$ cat src/rtl/sfhpr_pkg.sv
// Types, codes and constants for the sync-framed hex payload receiver.
// No dependencies.
package sfhpr_pkg;

  localparam int VALUE_W = 31;
  localparam int WIN_MAX = 16;

  typedef enum logic [1:0] {
    KIND_MODE = 2'd0,
    KIND_LEN  = 2'd1,
    KIND_DATA = 2'd2,
    KIND_ERR  = 2'd3
  } kind_e;

  typedef enum logic [2:0] {
    ERR_NONE      = 3'd0,
    ERR_BAD_MODE  = 3'd1,
    ERR_TOO_LONG  = 3'd2,
    ERR_ZERO_LEN  = 3'd3,
    ERR_BAD_HEX   = 3'd4
  } err_e;

  // "serial sync " padded with spaces
  localparam logic [7:0] SYNC_PATTERN [WIN_MAX] = '{
    8'h73, 8'h65, 8'h72, 8'h69, 8'h61, 8'h6C, 8'h20, 8'h73,
    8'h79, 8'h6E, 8'h63, 8'h20, 8'h20, 8'h20, 8'h20, 8'h20
  };

  localparam logic [7:0] CHAR_ZERO = 8'h30;
  localparam logic [7:0] CHAR_ONE  = 8'h31;
  localparam logic [7:0] CHAR_NINE = 8'h39;

  // {valid, nibble}
  function automatic logic [4:0] hex_decode(input logic [7:0] c);
    logic [4:0] r;
    r = 5'd0;
    if (c >= 8'h30 && c <= 8'h39) begin
      r = {1'b1, c[3:0]};
    end else if ((c >= 8'h61 && c <= 8'h66) || (c >= 8'h41 && c <= 8'h46)) begin
      r = {1'b1, 4'(c[2:0] + 3'd1) + 4'd8};
    end
    return r;
  endfunction

endpackage

$ cat src/rtl/sync_framed_hex_payload_receiver.sv
// Sync-framed hex payload receiver: sync hunt, mode, length and hex decode.
// Depends on sfhpr_pkg.
//
// channel | direction | handshake               | payload
// --------+-----------+-------------------------+-----------------------------------
// in      | in        | in_valid_i / in_stall_o  | rx_byte_i
// out     | out       | out_valid_o / out_stall_i| kind_o value_o last_o error_code_o
//
// One byte per cycle sustained while no result is held up by an output stall;
// an accepted request sits in the input register and is decoded there, and its
// result loads into the result register once that register can take it. A stall
// on the output holds the result register; requests with no result keep flowing
// while it waits. Reset is asynchronous and returns the block to sync hunting
// with an empty window.
module sync_framed_hex_payload_receiver #(
  parameter int SYNC_LEN   = 12,
  parameter int MAX_DIGITS = 9
) (
  input  logic                           clk_i,
  input  logic                           rst_ni,
  input  logic                           in_valid_i,
  output logic                           in_stall_o,
  input  logic [7:0]                     rx_byte_i,
  output logic                           out_valid_o,
  input  logic                           out_stall_i,
  output logic [1:0]                     kind_o,
  output logic [sfhpr_pkg::VALUE_W-1:0]  value_o,
  output logic                           last_o,
  output logic [2:0]                     error_code_o
);

  localparam int VW = sfhpr_pkg::VALUE_W;

  localparam logic [2:0] PH_HUNT   = 3'd0;
  localparam logic [2:0] PH_MODE   = 3'd1;
  localparam logic [2:0] PH_LEN    = 3'd2;
  localparam logic [2:0] PH_HEX_HI = 3'd3;
  localparam logic [2:0] PH_HEX_LO = 3'd4;

  logic          in_valid_q;
  logic [7:0]    byte_q;

  logic [2:0]    phase_q, phase_d;
  logic [7:0]    win_q [SYNC_LEN];
  logic [7:0]    win_d [SYNC_LEN];
  logic [VW-1:0] acc_q, acc_d;
  logic [3:0]    cnt_q, cnt_d;
  logic [VW-1:0] rem_q, rem_d;
  logic [3:0]    hi_q, hi_d;

  logic                  res_valid;
  sfhpr_pkg::kind_e      res_kind;
  logic [VW-1:0]         res_value;
  logic                  res_last;
  sfhpr_pkg::err_e       res_err;

  logic          out_valid_q;
  logic [1:0]    kind_q;
  logic [VW-1:0] value_q;
  logic          last_q;
  logic [2:0]    err_q;

  logic          fire;
  logic [4:0]    hex;
  logic          is_digit;
  logic          match;

  assign hex      = sfhpr_pkg::hex_decode(byte_q);
  assign is_digit = (byte_q >= sfhpr_pkg::CHAR_ZERO) && (byte_q <= sfhpr_pkg::CHAR_NINE);

  // results may only be produced when the result register is free or draining
  assign fire       = in_valid_q && (!res_valid || !out_valid_q || !out_stall_i);
  assign in_stall_o = in_valid_q && !fire;

  always_comb begin
    phase_d   = phase_q;
    win_d     = win_q;
    acc_d     = acc_q;
    cnt_d     = cnt_q;
    rem_d     = rem_q;
    hi_d      = hi_q;
    res_valid = 1'b0;
    res_kind  = sfhpr_pkg::KIND_MODE;
    res_value = '0;
    res_last  = 1'b0;
    res_err   = sfhpr_pkg::ERR_NONE;
    match     = 1'b1;

    unique case (phase_q)
      PH_MODE: begin
        res_valid = 1'b1;
        if (byte_q == sfhpr_pkg::CHAR_ZERO || byte_q == sfhpr_pkg::CHAR_ONE) begin
          phase_d   = PH_LEN;
          acc_d     = '0;
          cnt_d     = '0;
          res_value = VW'(byte_q == sfhpr_pkg::CHAR_ONE);
        end else begin
          phase_d  = PH_HUNT;
          acc_d    = '0;
          cnt_d    = '0;
          rem_d    = '0;
          hi_d     = '0;
          res_kind = sfhpr_pkg::KIND_ERR;
          res_err  = sfhpr_pkg::ERR_BAD_MODE;
        end
      end

      PH_LEN: begin
        if (is_digit) begin
          if (cnt_q >= 4'(MAX_DIGITS)) begin
            phase_d   = PH_HUNT;
            acc_d     = '0;
            cnt_d     = '0;
            rem_d     = '0;
            hi_d      = '0;
            res_valid = 1'b1;
            res_kind  = sfhpr_pkg::KIND_ERR;
            res_err   = sfhpr_pkg::ERR_TOO_LONG;
          end else begin
            acc_d = VW'((acc_q << 3) + (acc_q << 1) + VW'(byte_q[3:0]));
            cnt_d = cnt_q + 4'd1;
          end
        end else if (acc_q == '0) begin
          phase_d   = PH_HUNT;
          acc_d     = '0;
          cnt_d     = '0;
          rem_d     = '0;
          hi_d      = '0;
          res_valid = 1'b1;
          res_kind  = sfhpr_pkg::KIND_ERR;
          res_err   = sfhpr_pkg::ERR_ZERO_LEN;
        end else begin
          rem_d     = acc_q;
          phase_d   = PH_HEX_HI;
          cnt_d     = '0;
          res_valid = 1'b1;
          res_kind  = sfhpr_pkg::KIND_LEN;
          res_value = acc_q;
        end
      end

      PH_HEX_HI, PH_HEX_LO: begin
        if (!hex[4]) begin
          phase_d   = PH_HUNT;
          acc_d     = '0;
          cnt_d     = '0;
          rem_d     = '0;
          hi_d      = '0;
          res_valid = 1'b1;
          res_kind  = sfhpr_pkg::KIND_ERR;
          res_err   = sfhpr_pkg::ERR_BAD_HEX;
        end else if (phase_q == PH_HEX_HI) begin
          hi_d    = hex[3:0];
          phase_d = PH_HEX_LO;
        end else begin
          res_valid = 1'b1;
          res_kind  = sfhpr_pkg::KIND_DATA;
          res_value = VW'({hi_q, hex[3:0]});
          res_last  = (rem_q <= VW'(1));
          hi_d      = '0;
          if (rem_q != '0) begin
            rem_d = rem_q - VW'(1);
          end
          if (res_last) begin
            phase_d = PH_HUNT;
            acc_d   = '0;
            rem_d   = '0;
          end else begin
            phase_d = PH_HEX_HI;
          end
        end
      end

      default: begin
        phase_d = PH_HUNT;
        for (int i = 0; i < SYNC_LEN - 1; i++) begin
          win_d[i] = win_q[i+1];
        end
        win_d[SYNC_LEN-1] = byte_q;
        for (int i = 0; i < SYNC_LEN; i++) begin
          if (win_d[i] != sfhpr_pkg::SYNC_PATTERN[i]) begin
            match = 1'b0;
          end
        end
        if (match) begin
          for (int i = 0; i < SYNC_LEN; i++) begin
            win_d[i] = 8'h00;
          end
          phase_d = PH_MODE;
        end
      end
    endcase
  end

  always_ff @(posedge clk_i or negedge rst_ni) begin
    if (!rst_ni) begin
      in_valid_q <= 1'b0;
    end else if (!in_stall_o) begin
      in_valid_q <= in_valid_i;
    end
  end

  always_ff @(posedge clk_i) begin
    if (in_valid_i && !in_stall_o) begin
      byte_q <= rx_byte_i;
    end
  end

  always_ff @(posedge clk_i or negedge rst_ni) begin
    if (!rst_ni) begin
      phase_q <= PH_HUNT;
      acc_q   <= '0;
      cnt_q   <= '0;
      rem_q   <= '0;
      hi_q    <= '0;
      for (int i = 0; i < SYNC_LEN; i++) begin
        win_q[i] <= 8'h00;
      end
    end else if (fire) begin
      phase_q <= phase_d;
      acc_q   <= acc_d;
      cnt_q   <= cnt_d;
      rem_q   <= rem_d;
      hi_q    <= hi_d;
      win_q   <= win_d;
    end
  end

  always_ff @(posedge clk_i or negedge rst_ni) begin
    if (!rst_ni) begin
      out_valid_q <= 1'b0;
    end else if (fire && res_valid) begin
      out_valid_q <= 1'b1;
    end else if (!out_stall_i) begin
      out_valid_q <= 1'b0;
    end
  end

  always_ff @(posedge clk_i) begin
    if (fire && res_valid) begin
      kind_q  <= res_kind;
      value_q <= res_value;
      last_q  <= res_last;
      err_q   <= res_err;
    end
  end

  assign out_valid_o  = out_valid_q;
  assign kind_o       = kind_q;
  assign value_o      = value_q;
  assign last_o       = last_q;
  assign error_code_o = err_q;

endmodule

$ cat config.mk
export PLATFORM = sky130hd
export DESIGN_NAME = sync_framed_hex_payload_receiver
export DESIGN_NICKNAME = d
export VERILOG_FILES = /design/src/rtl/sfhpr_pkg.sv /design/src/rtl/sync_framed_hex_payload_receiver.sv
export SDC_FILE = /design/constraint.sdc
export NUM_CORES = 1
export LEC_CHECK = 0
export ABC_AREA = 1
export BUFFER_PORTS_ARGS = -buffer_cell sky130_fd_sc_hd__clkbuf_2
export CAP_MARGIN = 20
export CORE_UTILIZATION = 30
export CTS_BUF_LIST = sky130_fd_sc_hd__clkbuf_4
export CTS_CLUSTER_DIAMETER = 60
export DETAILED_ROUTE_END_ITERATION = 12
export SYNTH_ARGS = -nofsm -noshare
export SYNTH_HDL_FRONTEND = slang
export SYNTH_SLANG_ARGS = --single-unit
$ cat constraint.sdc
create_clock -name clk_i -period 3.61 [get_ports clk_i]
set_clock_uncertainty 0.05 [all_clocks]
set_input_delay 0.5415 -clock clk_i [delete_from_list [all_inputs] [get_ports clk_i]]
set_output_delay 0.5415 -clock clk_i [all_outputs]
set_load 0.1 [all_outputs]
# [Word level (Yosys, flattened, before mapping)]
# Cells that the tools add are included.
[op_classes] addsub=6 eq_ne=26 n_mux=76 n_bitwise=3 reduce_logical=28 order_cmp=8
[op_table] op="2-to-1 mux 31 bit" count=14
[op_table] op="case mux 31 bit (3 select lines)" count=3
[op_table] op="2-to-1 mux 88 bit" count=1
[op_table] op="inequality test 8 x 7 -> 1 bit, second input constant" count=10
[op_table] op="2-to-1 mux 4 bit" count=9
[op_table] op="adder 31 bit" count=1
[op_table] op="adder 31 x 4 -> 31 bit" count=1
[op_table] op="less-or-equal comparator 31 x 1 -> 1 bit, second input constant" count=1
[op_table] op="logical NOT 31 bit" count=1
[op_table] op="nonzero test 31 bit" count=1
[op_table] op="subtractor 31 x 1 -> 31 bit, second input constant" count=1
[op_table] op="case mux 4 bit (3 select lines)" count=2
[op_table] op="2-to-1 mux 1 bit" count=22
[op_table] op="2-to-1 mux 2 bit" count=11
[op_table] op="2-to-1 mux 3 bit" count=6
[op_table] op="case mux 3 bit (3 select lines)" count=2
[op_table] op="== test 8 x 6 -> 1 bit, second input constant" count=2
[op_table] op=">= comparator 8 x 7 -> 1 bit, second input constant" count=2
[op_table] op="less-or-equal comparator 8 x 7 -> 1 bit, second input constant" count=2
[op_table] op="2-to-1 mux 8 bit" count=2
[op_table] op="inequality test 8 x 6 -> 1 bit, second input constant" count=2
[op_table] op="inequality test 3 bit, second input constant" count=4
[op_table] op="2-to-1 mux 5 bit" count=2
[op_table] op=">= comparator 8 x 6 -> 1 bit, second input constant" count=1
[op_table] op="26 further kinds" count=44
[word_totals] in_bits=12 ff_bits=208 elab_cells=170

# [Logic depth before layout (Yosys ltp)]
[logic_depth] depth_word=16 depth_mapped=17 mapped_depth_nobuf=17

# [Worst setup path before layout]
# Ideal clock, no wire load.
[synth_timing] path_type="reg2reg" start="register byte_q[0]" end="register byte_q[0], enable pin" path_stages_with_launch=13 path_buffers=0 setup_ns=0.273 t_arrival_ns=3.142 path_slack_ns=0.145 path_cell_list="edfxtp_1 > inv_1 > ha_1 > nand2_1 > nand2_2 > a21oi_4 > nand3_2 > nand3_4 > nand2_4 > nor2_1 > inv_1 > nand2_1 > inv_1"
[synth_between] elab_chain_len=15 word_cells_on_any_way=23 classes_between="6 x order compare; 5 x mux; 12 x reduce/logical"
[synth_rtl] item="start: declaration" line="sync_framed_hex_payload_receiver.sv:41" source="logic [7:0] byte_q;"
[synth_rtl] item="start signal: assignment" line="sync_framed_hex_payload_receiver.sv:205" source="byte_q <= rx_byte_i;"
[synth_rtl] item=">= comparator 8 x 7 -> 1 bit / less-or-equal comparator 8 x 7 -> 1 bit (equally long branches)" line="sfhpr_pkg.sv:39" source="end else if ((c >= 8'h61 && c <= 8'h66) || (c >= 8'h41 && c <= 8'h46)) begin"
[synth_rtl] item="logical AND 1 bit" line="sfhpr_pkg.sv:39"
[synth_rtl] item="logical OR 1 bit" line="sfhpr_pkg.sv:39"
[synth_rtl] item="2-to-1 mux 5 bit" line="sfhpr_pkg.sv:39"
[synth_rtl] item="2-to-1 mux 5 bit" line="sfhpr_pkg.sv:37" source="if (c >= 8'h30 && c <= 8'h39) begin"
[synth_rtl] item="2-to-1 mux 1 bit" line="sync_framed_hex_payload_receiver.sv:143" source="if (!hex[4]) begin"
[synth_rtl] item="case mux 1 bit (3 select lines) *" line="sync_framed_hex_payload_receiver.sv:89" source="unique case (phase_q)"
[synth_rtl] item="logical NOT 1 bit *" line="sync_framed_hex_payload_receiver.sv:72" source="assign fire = in_valid_q && (!res_valid || !out_valid_q || !out_stall_i);"
[synth_rtl] item="logical OR 1 bit * (2 in a row)" line="sync_framed_hex_payload_receiver.sv:72"
[synth_rtl] item="logical AND 1 bit *" line="sync_framed_hex_payload_receiver.sv:72"
[synth_rtl] item="logical NOT 1 bit *" line="sync_framed_hex_payload_receiver.sv:73" source="assign in_stall_o = in_valid_q && !fire;"
[synth_rtl] item="logical AND 1 bit *" line="sync_framed_hex_payload_receiver.sv:73"
[synth_rtl] item="named net in_stall_o" line="sync_framed_hex_payload_receiver.sv:22" source="output logic in_stall_o,"
[synth_rtl] item="logical NOT 1 bit *" line="sync_framed_hex_payload_receiver.sv:204" source="if (in_valid_i && !in_stall_o) begin"
[synth_rtl] item="logical AND 1 bit *" line="sync_framed_hex_payload_receiver.sv:204"
# Mark *: on every way through the listed nets, which the timed path passes. The rest lies on a longest branch.
# A chain may end at the register's enable or synchronous reset.

# [Worst setup path after layout]
[layout_timing] start="register byte_q[0]" end="output port in_stall_o"
[layout_between] elab_chain_len=13 word_cells_on_any_way=21 classes_between="6 x order compare; 5 x mux; 10 x reduce/logical"
[layout_rtl] item=">= comparator 8 x 7 -> 1 bit / less-or-equal comparator 8 x 7 -> 1 bit (equally long branches)" line="sfhpr_pkg.sv:39"
[layout_rtl] item="logical AND 1 bit" line="sfhpr_pkg.sv:39"
[layout_rtl] item="logical OR 1 bit" line="sfhpr_pkg.sv:39"
[layout_rtl] item="2-to-1 mux 5 bit" line="sfhpr_pkg.sv:39"
[layout_rtl] item="2-to-1 mux 5 bit" line="sfhpr_pkg.sv:37"
[layout_rtl] item="2-to-1 mux 1 bit" line="sync_framed_hex_payload_receiver.sv:143"
[layout_rtl] item="case mux 1 bit (3 select lines) *" line="sync_framed_hex_payload_receiver.sv:89"
[layout_rtl] item="logical NOT 1 bit *" line="sync_framed_hex_payload_receiver.sv:72"
[layout_rtl] item="logical OR 1 bit * (2 in a row)" line="sync_framed_hex_payload_receiver.sv:72"
[layout_rtl] item="logical AND 1 bit *" line="sync_framed_hex_payload_receiver.sv:72"
[layout_rtl] item="logical NOT 1 bit *" line="sync_framed_hex_payload_receiver.sv:73"
[layout_rtl] item="logical AND 1 bit *" line="sync_framed_hex_payload_receiver.sv:73"
[layout_rtl] item="end: declaration" line="sync_framed_hex_payload_receiver.sv:22"
# Every way passes the cells marked *; elsewhere a longest branch is shown, timed or not.

==> results.yml <==
status:
  status: "finished, final reports clean"
routing:
  ant_nets: 0
  first_iter_violations: 818
  vias: 11450
  post-route-drc-count: 0
  wire_per_inst_um: 14.91
  wirelength_um: 35510
  via_per_inst: 4.810
  firstDrtPassIters: 5
hold_path:
  holdPathEnd: "in_valid_q$_DFFE_PN0N_"
  hold_start: "in_valid_i"
  hp-class: "in -> reg"
  whs_path_depth: 3
clocking:
  clk_pin_slew_ns: 0.07
  clockBufferDepth: 3
  cts_buffers: 54
  clk_latency_ns: 0.72
  cts-root-buf: "clkbuf_4"
  cts_tree: "built"
  htreeDepth: 2
  cts_num_sinks: 208
power_and_ir_drop:
  p_leak_nw: 7.444
  powerDensity_mw_per_mm2: 447.0
  ir_drop_mv: 0.2206
critical_path:
  cp.buffers_inverters: 2
  timing.rr.end: "acc_q[28]$_DFFE_PN0P_"
  slowest_stage: "edfxtp_1"
  regToRegSetupSlack_ns: 0.61
  worstReg2RegStart: "byte_q[2]$_DFFE_PP_"
  crit_type: "reg -> out"
  cp.arrival_ns: 2.79
  critPathTopFamily: "simple AND/OR/NAND/NOR gates"
  crit_path_max_incr_delay_ns: 0.44
  cp_common_cell: "nand2_2"
  timing.reg2reg.worst_path_depth: 13
  cp-end-kind: "output pin"
  crit_chain: "inv_1 -> ha_1 -> nand2_1 -> nand2_2 -> nand2_2 -> nand2_4 -> nand2_8 -> nand2_2 -> nand3_4 -> nand2_4 -> nor2_2 -> buf_12"
  required_ns: 3.02
  worst-path-max-fanout: 23
  startpoint_type: "flip-flop"
finish:
  drive_above_1_share_pct: 11.40
  fin_nets: 1876
  areaGrowthSynthToFinish_pct: 12.57
  antennaDiodeCount: 0
  utilization_pct: 34.41
die:
  start_util_pct: 30.57
  rows: 75
  die_x_um: 209.2
  core_area_mm2: 0.04213
  die_area_mm2: 0.04377
  io_pins: 51
  fp.dieH_um: 209.2
global_route:
  met3_usage_pct: 3.291
  grt_max_degree: 103
  grt_remaining_overflow: 0
  use_met2_pct: 25.62
  grt_pass1_wl_um: 57950
  antenna_found_initial: 0
  grt_busiest_layer: "met2"
  grt_pass1_vias: 11240
  grt_usage_pct: 16.43
  use_met1_pct: 22.10
sta:
  setup_violations: 0
  setup_tns_ns: 0
  worst_pin_slew_ns: 0.8121
  layout_worst_path_cycle_share_pct: 93.60
  hold_viol: 0
  finalMaxSlewViolations: 0
  rsz0062_at_grt: "false"
  max_freq_mhz: 296.0
  min_period_ns: 3.379
  slew_headroom_pct: 45.86
logic_synthesis:
  ys_ff_latch: 208
  synthCells: 1714
  syn-num-nets: 1794
  syn_area_mm2: 0.01288
  postSynth.asyncResetShare_pct: 78.37
  ys_seq_area_share_pct: 42.16
  ys_dominant_reg_cell: "dfrtp_1"
  yosysWarnings: 0
  synth_cell_types: 46
  synth_edf_count: 45
  syn_avg_cell_area_um2: 7.515
run:
  cap_violations: 0
placed_design:
  gp_congestion: 0.9537
  portBuffers: 50
  hpwl_um: 25740
[registers in the layout, indices dropped and copies added, names as in the netlist]
| register | count |
|---|---|
| rem_q | 31 |
| kind_o | 2 |
| out_valid_o | 1 |
| in_valid_q | 1 |
| last_o | 1 |
| hi_q | 4 |
| phase_q | 3 |
| value_o | 31 |
| cnt_q | 4 |
| error_code_o | 3 |
| acc_q | 31 |
| byte_q | 8 |
| win_q | 88 |
[metrics by stage]
step                cells  setup WS, ns  power (mW)  area (um^2)  hold WS, ns
floorplan            1714        0.1448       3.938        12880       0.1959
global placement     2265        0.6681       4.333        13630       0.4114
detailed placement   2265        0.5578       4.348        13630       0.4151
CTS                  2376       0.03096       6.555        14450     0.008423
global route         2381      0.004787       6.927        14500     0.003755
finish               2381        0.2311       6.482        14500      0.06158
[synth_stat cells, types with 2 or more instances]
cell type    n  area share [%]
a21o_1       2            0.12
a21oi_1     29             1.1
and2_1       5            0.24
buf_1        2           0.058
buf_2        6            0.23
buf_4       11            0.64
buf_6       12             1.0
clkbuf_1    20            0.58
dfrtp_1    163              32
edfxtp_1    45              10
fa_1         2            0.31
ha_1        66             6.4
inv_1      204             5.9
inv_2       10            0.29
nand2_1    550              16
nand2_2      6            0.29
nand2_4      3            0.26
nand3_1    123             4.8
nand3_2      3            0.23
nand3_4      2            0.27
nand3b_1     8            0.47
nand4_1     31             1.5
nor2_1     150             4.4
nor2_2       3            0.15
nor2_4       4            0.35
nor3_1      19            0.74
nor3_2       2            0.16
nor4_1       5            0.24
o21ai_0     93             3.6
o21ai_1     54             2.1
o21ai_2     16             1.1
o22ai_1     16            0.78
or2_2        2           0.097
xnor2_1     12            0.82
xor2_1      24             1.6
[repair_timing]
item / CTS / global route
endpoints found under the setup margin: 1 / 1
buffers inserted: 0 / 5
gates resized for setup: 2 / 1
pin swaps: 0 / 0
hold buffers: 9 / 0
hold endpoints to repair: 93 / 0
[cell usage in the layout (no fill, tap or decap), drive strengths merged]
cell         synthesis  routed
a21o                 2       2
a21oi               30      30
and2                 5       5
and3                 1       1
buf                 31      21
bufinv               0       2
clkbuf              21     119
clkinv               1      28
clkinvlp             0       1
dfrtp              163     163
dlygate4sd3          0       9
edfxtp              45      45
fa                   2       2
ha                  66      66
inv                214     215
nand2              559     559
nand3              128     128
nand3b               8       8
nand4               32      32
nor2               158     158
nor3                22      22
nor4                 5       5
o2111ai              1       1
o21a                 1       1
o21ai              163     163
o21bai               1       1
o22ai               16      16
o31ai                1       1
or2                  2       2
xnor2               12      12
xor2                24      24
[final cells by class]
type | count | area (um^2)
Timing Repair Buffer | 78 | 541.8
Clock buffer | 71 | 533.0
Clock inverter | 31 | 188.9
Fill cell | 4465 | 27630
Multi-Input combinational cell | 1239 | 6324
Sequential cell | 208 | 5430
Tap cell | 539 | 674.4
Inverter | 215 | 808.3
[worst reg2reg max path, delay by kind of cell (launching register included)]
| kind | cells | cell delay [ns] |
|---|---|---|
| adder cells (fa/ha/maj) | 3 | 1.06 |
| AO/OA/AOI/OAI | 1 | 0.18 |
| AND/OR/NAND/NOR | 7 | 0.85 |
| buffers and inverters | 2 | 0.21 |
| flip-flops | 1 | 0.57 |
[worst max path at each step]
stage / startpoint / end / slack [ns] / depth (start not counted)
6_report: byte_q[0]$_DFFE_PP_ / in_stall_o / 0.23 / 12
5_1_grt: byte_q[0]$_DFFE_PP_ / in_stall_o / 0.005 / 12
4_1_cts: byte_q[1]$_DFFE_PP_ / in_stall_o / 0.03 / 12
3_5_place_dp: byte_q[1]$_DFFE_PP_ / rem_q[25]$_DFFE_PN0P_ / 0.56 / 12
3_3_place_gp: byte_q[1]$_DFFE_PP_ / value_o[23]$_DFFE_PP_ / 0.67 / 15
2_1_floorplan: byte_q[0]$_DFFE_PP_ / byte_q[0]$_DFFE_PP_ / 0.14 / 12
[layer usage]
metal | up-vias | wire, um
met4 | 0 | 1313
li1 | 5732 | -
met1 | 5295 | 16350
met5 | - | 0
met3 | 87 | 2262
met2 | 338 | 15580
[cell families after synthesis]
kind of cell | Yosys count | share of synthesized area, %
compound gates | 215 | 9.189
buf+inv | 267 | 8.878
flops | 208 | 42.16
simple gates | 920 | 30.61
xor+xnor | 36 | 2.448
fa+ha+maj | 68 | 6.722
[power by group]
group          leakage [nW]  switching [mW]  internal (mW)
logic                  4.41           0.956          0.557
registers              2.61           0.183           2.63
clock network         0.423            1.07           1.08
Power figures use the tool's default switching activity.
